### src/rtl/core/vmr_pkg.sv
`default_nettype none
package vmr_pkg;

  localparam int FRAC_BITS    = 16;
  localparam int CORDIC_STEPS = 16;
  localparam int STEP_W       = $clog2(CORDIC_STEPS);
  localparam int ATAN_ENTRIES = 24;

  localparam logic [1:0] OP_ROTATE = 2'd0;
  localparam logic [1:0] OP_LOAD   = 2'd1;
  localparam logic [1:0] OP_IDENT  = 2'd2;
  localparam logic [1:0] OP_RSVD   = 2'd3;

  localparam logic signed [31:0] ONE_Q = 32'sd1 <<< FRAC_BITS;

  localparam logic signed [35:0] PI_Q30      = 36'sd3373259426;
  localparam logic signed [35:0] HALF_PI_Q30 = 36'sd1686629713;
  localparam logic signed [35:0] TWO_PI_Q30  = 36'sd6746518852;
  localparam logic signed [33:0] GAIN_Q30    = 34'sd652032874;

  localparam logic signed [17:0] PI_Q12     = 18'sd12868;
  localparam logic signed [17:0] TWO_PI_Q12 = 18'sd25736;

  typedef enum logic [1:0] {SEL_PITCH, SEL_YAW, SEL_PD, SEL_RD} angle_sel_t;
  typedef enum logic [1:0] {AX_X, AX_Y, AX_Z} axis_t;

  typedef enum logic [1:0] {CD_IDLE, CD_WRAP, CD_RUN, CD_FIN} cordic_state_t;

  typedef enum logic [3:0] {
    CS_IDLE, CS_DISPATCH, CS_YP_SC, CS_YP_MUL, CS_YY_SC, CS_YY_MUL, CS_YP2_MUL,
    CS_PD_SC, CS_PD_MUL, CS_RD_SC, CS_RD_MUL, CS_EMIT
  } ctrl_state_t;

  typedef struct packed {
    logic       capture;
    logic       load;
    logic       ident;
    logic       sc_start;
    angle_sel_t sc_sel;
    logic       mul_start;
    axis_t      mul_axis;
    logic       mul_pitch;
    logic       mul_negs;
    logic       emit_adv;
  } ctrl_cmd_t;

  typedef struct packed {
    logic yaw_nz;
    logic pd_nz;
    logic rd_nz;
    logic sc_done;
    logic mul_done;
    logic emit_last;
  } dp_status_t;

  function automatic logic signed [35:0] atan_q30(input logic [4:0] idx);
    logic signed [35:0] v;
    case (idx)
      5'd0:  v = 36'sh03243F6A8;
      5'd1:  v = 36'sh01DAC6705;
      5'd2:  v = 36'sh00FADBAFC;
      5'd3:  v = 36'sh007F56EA6;
      5'd4:  v = 36'sh003FEAB76;
      5'd5:  v = 36'sh001FFD55B;
      5'd6:  v = 36'sh000FFFAAA;
      5'd7:  v = 36'sh0007FFF55;
      5'd8:  v = 36'sh0003FFFEA;
      5'd9:  v = 36'sh0001FFFFD;
      5'd10: v = 36'sh0000FFFFF;
      5'd11: v = 36'sh00007FFFF;
      5'd12: v = 36'sh00003FFFF;
      5'd13: v = 36'sh00001FFFF;
      5'd14: v = 36'sh00000FFFF;
      5'd15: v = 36'sh000007FFF;
      5'd16: v = 36'sh000003FFF;
      5'd17: v = 36'sh000001FFF;
      5'd18: v = 36'sh000000FFF;
      5'd19: v = 36'sh0000007FF;
      5'd20: v = 36'sh0000003FF;
      5'd21: v = 36'sh0000001FF;
      5'd22: v = 36'sh0000000FF;
      5'd23: v = 36'sh00000007F;
      default: v = 36'sd0;
    endcase
    return v;
  endfunction

endpackage
`default_nettype wire

### src/rtl/core/vmr_ctrl.sv
`default_nettype none
module vmr_ctrl (
  input  wire logic                clk,
  input  wire logic                rst_n,
  input  wire logic                in_valid,
  input  wire logic [1:0]          in_operation,
  input  wire logic                out_stall,
  input  wire vmr_pkg::dp_status_t status,
  output logic                     in_stall,
  output logic                     out_valid,
  output vmr_pkg::ctrl_cmd_t       cmd
);
  import vmr_pkg::*;

  ctrl_state_t state_r, state_nxt;
  ctrl_state_t after_yaw, after_pd;

  always_ff @(posedge clk) begin
    if (!rst_n) begin
      state_r <= CS_IDLE;
    end else begin
      state_r <= state_nxt;
    end
  end

  always_comb begin
    after_pd  = status.rd_nz ? CS_RD_SC : CS_EMIT;
    after_yaw = status.pd_nz ? CS_PD_SC : after_pd;
    state_nxt = state_r;
    cmd       = '0;
    in_stall  = (state_r != CS_IDLE);
    out_valid = (state_r == CS_EMIT);

    case (state_r)
      CS_IDLE: begin
        if (in_valid) begin
          cmd.capture = (in_operation == OP_ROTATE);
          cmd.load    = (in_operation == OP_LOAD);
          cmd.ident   = (in_operation == OP_IDENT);
          if (in_operation == OP_ROTATE) state_nxt = CS_DISPATCH;
        end
      end
      CS_DISPATCH: state_nxt = status.yaw_nz ? CS_YP_SC : after_yaw;
      CS_YP_SC:    if (status.sc_done)  state_nxt = CS_YP_MUL;
      CS_YP_MUL:   if (status.mul_done) state_nxt = CS_YY_SC;
      CS_YY_SC:    if (status.sc_done)  state_nxt = CS_YY_MUL;
      CS_YY_MUL:   if (status.mul_done) state_nxt = CS_YP2_MUL;
      CS_YP2_MUL:  if (status.mul_done) state_nxt = after_yaw;
      CS_PD_SC:    if (status.sc_done)  state_nxt = CS_PD_MUL;
      CS_PD_MUL:   if (status.mul_done) state_nxt = after_pd;
      CS_RD_SC:    if (status.sc_done)  state_nxt = CS_RD_MUL;
      CS_RD_MUL:   if (status.mul_done) state_nxt = CS_EMIT;
      CS_EMIT: begin
        if (!out_stall) begin
          cmd.emit_adv = 1'b1;
          if (status.emit_last) state_nxt = CS_IDLE;
        end
      end
      default: state_nxt = CS_IDLE;
    endcase

    // launch units on entry into their step
    if (state_nxt != state_r) begin
      case (state_nxt)
        CS_YP_SC: begin cmd.sc_start = 1'b1; cmd.sc_sel = SEL_PITCH; end
        CS_YY_SC: begin cmd.sc_start = 1'b1; cmd.sc_sel = SEL_YAW;   end
        CS_PD_SC: begin cmd.sc_start = 1'b1; cmd.sc_sel = SEL_PD;    end
        CS_RD_SC: begin cmd.sc_start = 1'b1; cmd.sc_sel = SEL_RD;    end
        CS_YP_MUL: begin
          cmd.mul_start = 1'b1; cmd.mul_axis = AX_X;
          cmd.mul_pitch = 1'b1; cmd.mul_negs = 1'b1;
        end
        CS_YY_MUL:  begin cmd.mul_start = 1'b1; cmd.mul_axis = AX_Y; end
        CS_YP2_MUL: begin
          cmd.mul_start = 1'b1; cmd.mul_axis = AX_X; cmd.mul_pitch = 1'b1;
        end
        CS_PD_MUL:  begin cmd.mul_start = 1'b1; cmd.mul_axis = AX_X; end
        CS_RD_MUL:  begin cmd.mul_start = 1'b1; cmd.mul_axis = AX_Z; end
        default: ;
      endcase
    end
  end

endmodule
`default_nettype wire

### config.mk
export PLATFORM = sky130hd
export DESIGN_NAME = vmr_ctrl
export DESIGN_NICKNAME = d
export VERILOG_FILES = /design/src/rtl/core/vmr_pkg.sv /design/src/rtl/core/vmr_ctrl.sv
export SDC_FILE = /design/constraint.sdc
export NUM_CORES = 1
export LEC_CHECK = 0
export BUFFER_PORTS_ARGS = -buffer_cell sky130_fd_sc_hd__buf_2
export CAP_MARGIN = 20
export CORE_UTILIZATION = 40
export DETAILED_ROUTE_END_ITERATION = 16
export PLACE_DENSITY = 0.66
export SYNTH_ARGS = -nofsm -noshare
export SYNTH_HDL_FRONTEND = slang
export SYNTH_SLANG_ARGS = --single-unit
### constraint.sdc
create_clock -name clk -period 4 [get_ports clk]
set_input_delay 0.2 -clock clk [delete_from_list [all_inputs] [get_ports clk]]
set_output_delay 0.2 -clock clk [all_outputs]
set_load 0.02 [all_outputs]
==> results.py <==
metrics = {
    "status": {
        "run_status": "finished clean",
    },
    "die": {
        "io-pin-count": 26,
        "start_util_pct": 44.49,
        "core_area_sq_um": 1783,
        "dieArea_sq_um": 2165,
        "chipWidth_microns": 46.53,
        "rows": 15,
        "die_h_microns": 46.53,
    },
    "place": {
        "port-buffer-count": 25,
        "gp_congestion": 0.8237,
        "hpwl_mm": 1.520,
    },
    "synthesis": {
        "synth_area_sq_um": 793.3,
        "yosys.area.top_type_share_pct": 10.09,
        "seq_area_frac_synth_pct": 10.09,
        "ys_top_cells_by_count": "6 x a21oi_1, 5 x and3_1, 5 x nor2_1, 5 x nor2b_1",
        "synthCells": 103,
        "ys_warn_count": 0,
        "synth_area_leader_cell": "dfxtp_1",
        "synth-edff-count": 0,
        "yosysUniqueCellTypes": 54,
        "synth_most_common_cell": "a21oi_1",
        "synthFlopType": "dfxtp_1",
        "syn-num-nets": 115,
        "synth_area_per_cell_sq_um": 7.702,
        "synthArstFlopShare_pct": 0,
        "ys_ff_latch": 4,
        "synth.area.top_cells": "dfxtp_1 10%, and3_1 3.9%, nor2b_1 3.9%",
    },
    "min_path": {
        "worstHoldStart": "rst_n",
        "worstHoldPathType": "input port to flip-flop",
    },
    "timing": {
        "period_share_pct": 70.04,
        "fin_tns_setup_ns": 0,
        "drv_slew": 0,
        "fmax_mhz": 356.9,
        "rsz0062_at_grt": "no",
        "tightest_slew_ns": 0.6103,
        "max_slew_margin_pct": 59.26,
        "setup_viol": 0,
        "fin_crit_ns": 2.802,
        "fin_skew_ns": 0.001626,
        "finalHoldViolations": 0,
    },
    "critical_path": {
        "critPathKind": "flip-flop to output pin",
        "r2r-end": "state_r[2]",
        "cp.required_ns": 3.80,
        "r2r_cells": 4,
        "critPathCaptureType": "output pin",
        "crit_path_max_fanout": 18,
        "arrival_ns": 2.60,
        "r2r-start": "state_r[0]",
        "cp-startpoint": "state_r[0]",
        "r2r_slack_ns": 2.02,
        "cp-endpoint": "cmd[8]",
        "worstSetupStartpointType": "flip-flop",
    },
    "detailed_routing": {
        "dr_total_vias": 877,
        "dr.pass1.iters": 4,
        "drc": 0,
        "route.detailed.wl_per_inst_microns": 13.90,
        "vias_per_cell": 5.886,
        "antenna_left": 0,
        "routed_wirelength_mm": 2.071,
        "drtIter0Drc": 36,
    },
    "finish": {
        "n_antenna_cell": 0,
        "largest_register_ffs": 4,
        "drive_gt1_share_pct": 35.48,
        "num-nets-final": 138,
        "largest-register": "state_r",
        "largest_registers": "state_r (4)",
        "synthToLayoutAreaGrowth_pct": 15.62,
    },
    "global_routing": {
        "overflow": 0,
        "grt_pass1_vias": 733,
        "grt_max_degree": 19,
        "grtUsageTotal_pct": 21.41,
        "grt_pass1_wl_mm": 3.298,
        "antenna_found_initial": 0,
    },
    "pwr": {
        "power_mw": 0.2438,
        "power_leakage_nw": 0.3898,
        "ir_drop_mv": 0.1715,
        "power.density_nw_per_um2": 265.9,
    },
    "run": {
        "maxCapViolCount": 0,
    },
    "clock_tree": {
        "cts_buffer_depth": 2,
        "clock_latency_ns": 0.23,
        "hold_buffers": 0,
        "postCtsSetupBuffers": 0,
        "tritoncts": "done",
        "cts_resized": 0,
        "cts.sinks": 4,
        "clkTransAtPathRegs_ns": 0.04,
        "cts_max_level": 1,
        "root_buffer": "clkbuf_4",
        "cts_buffers": 3,
    },
}
==> cells by family after synthesis <==
kind of cell           after synthesis  synth area share, %
AND/OR/NAND/NOR                     54                45.11
buffers and inverters               11                8.831
flip-flops                           4                10.10
multiplexers                         3                3.943
XOR/XNOR                             1                1.104
AO/OA/AOI/OAI                       30                30.92
==> cell type report <==
type | count | area (sq um)
timing repair buffer | 25 | 125.1
multi-input combinational | 88 | 643.1
inverter | 4 | 15.01
tap | 25 | 31.28
sequential | 4 | 80.08
clock buffer | 3 | 22.52
fill | 184 | 865.8
==> worst min path at each step <==
| stage | end | slack, ns | cells after the start |
|---|---|---|---|
| after detailed placement | state_r[3] | 0.44 | 2 |
| after global routing | state_r[1] | 0.21 | 2 |
| after global placement | state_r[3] | 0.44 | 2 |
| after CTS | state_r[3] | 0.19 | 2 |
| final | state_r[3] | 0.20 | 2 |
| after floorplan | state_r[1] | 0.32 | 1 |
==> where the power goes <==
group	switching [mW]	internal [mW]
logic	0.0815	0.0544
registers	0.0155	0.0437
clock network	0.0152	0.0335
==> worst max-delay path, stage by stage, from the launching register on <==
cell	delay, ns
dfxtp_1	0.70
inv_2	0.15
o32a_2	0.45
o21ai_0	0.43
mux2i_1	0.15
a211oi_1	0.28
buf_2	0.21
==> cell usage in the layout (no fill, tap or decap), types with 4 or more instances in the layout <==
cell type   n
a21oi_1     6
nand2_1     4
o21ai_0     4
nor2b_1     5
nor2_1      5
dfxtp_1     4
buf_2      25
and3_1      5
==> stage by stage <==
stage	setup slack, ns	utilization [%]	cell area, sq um	cells	hold WS, ns
after floorplan	1.848	-	793.3	103	0.3217
after global placement	1.527	50.18	894.6	146	0.4402
after detailed placement	1.546	50.18	894.6	146	0.4395
after CTS	1.199	51.44	917.1	149	0.1943
after global routing	1.012	51.44	917.1	149	0.2072
final	1.198	51.44	917.1	149	0.2039
==> routing by layer <==
metal  share of wire, %  global-route usage [%]
met1                 47                   29.40
met2                 48                   35.00
met3                4.8                   1.176
met4                  0                   7.059
met5                  0                       0
Power figures use the tool's default switching activity.
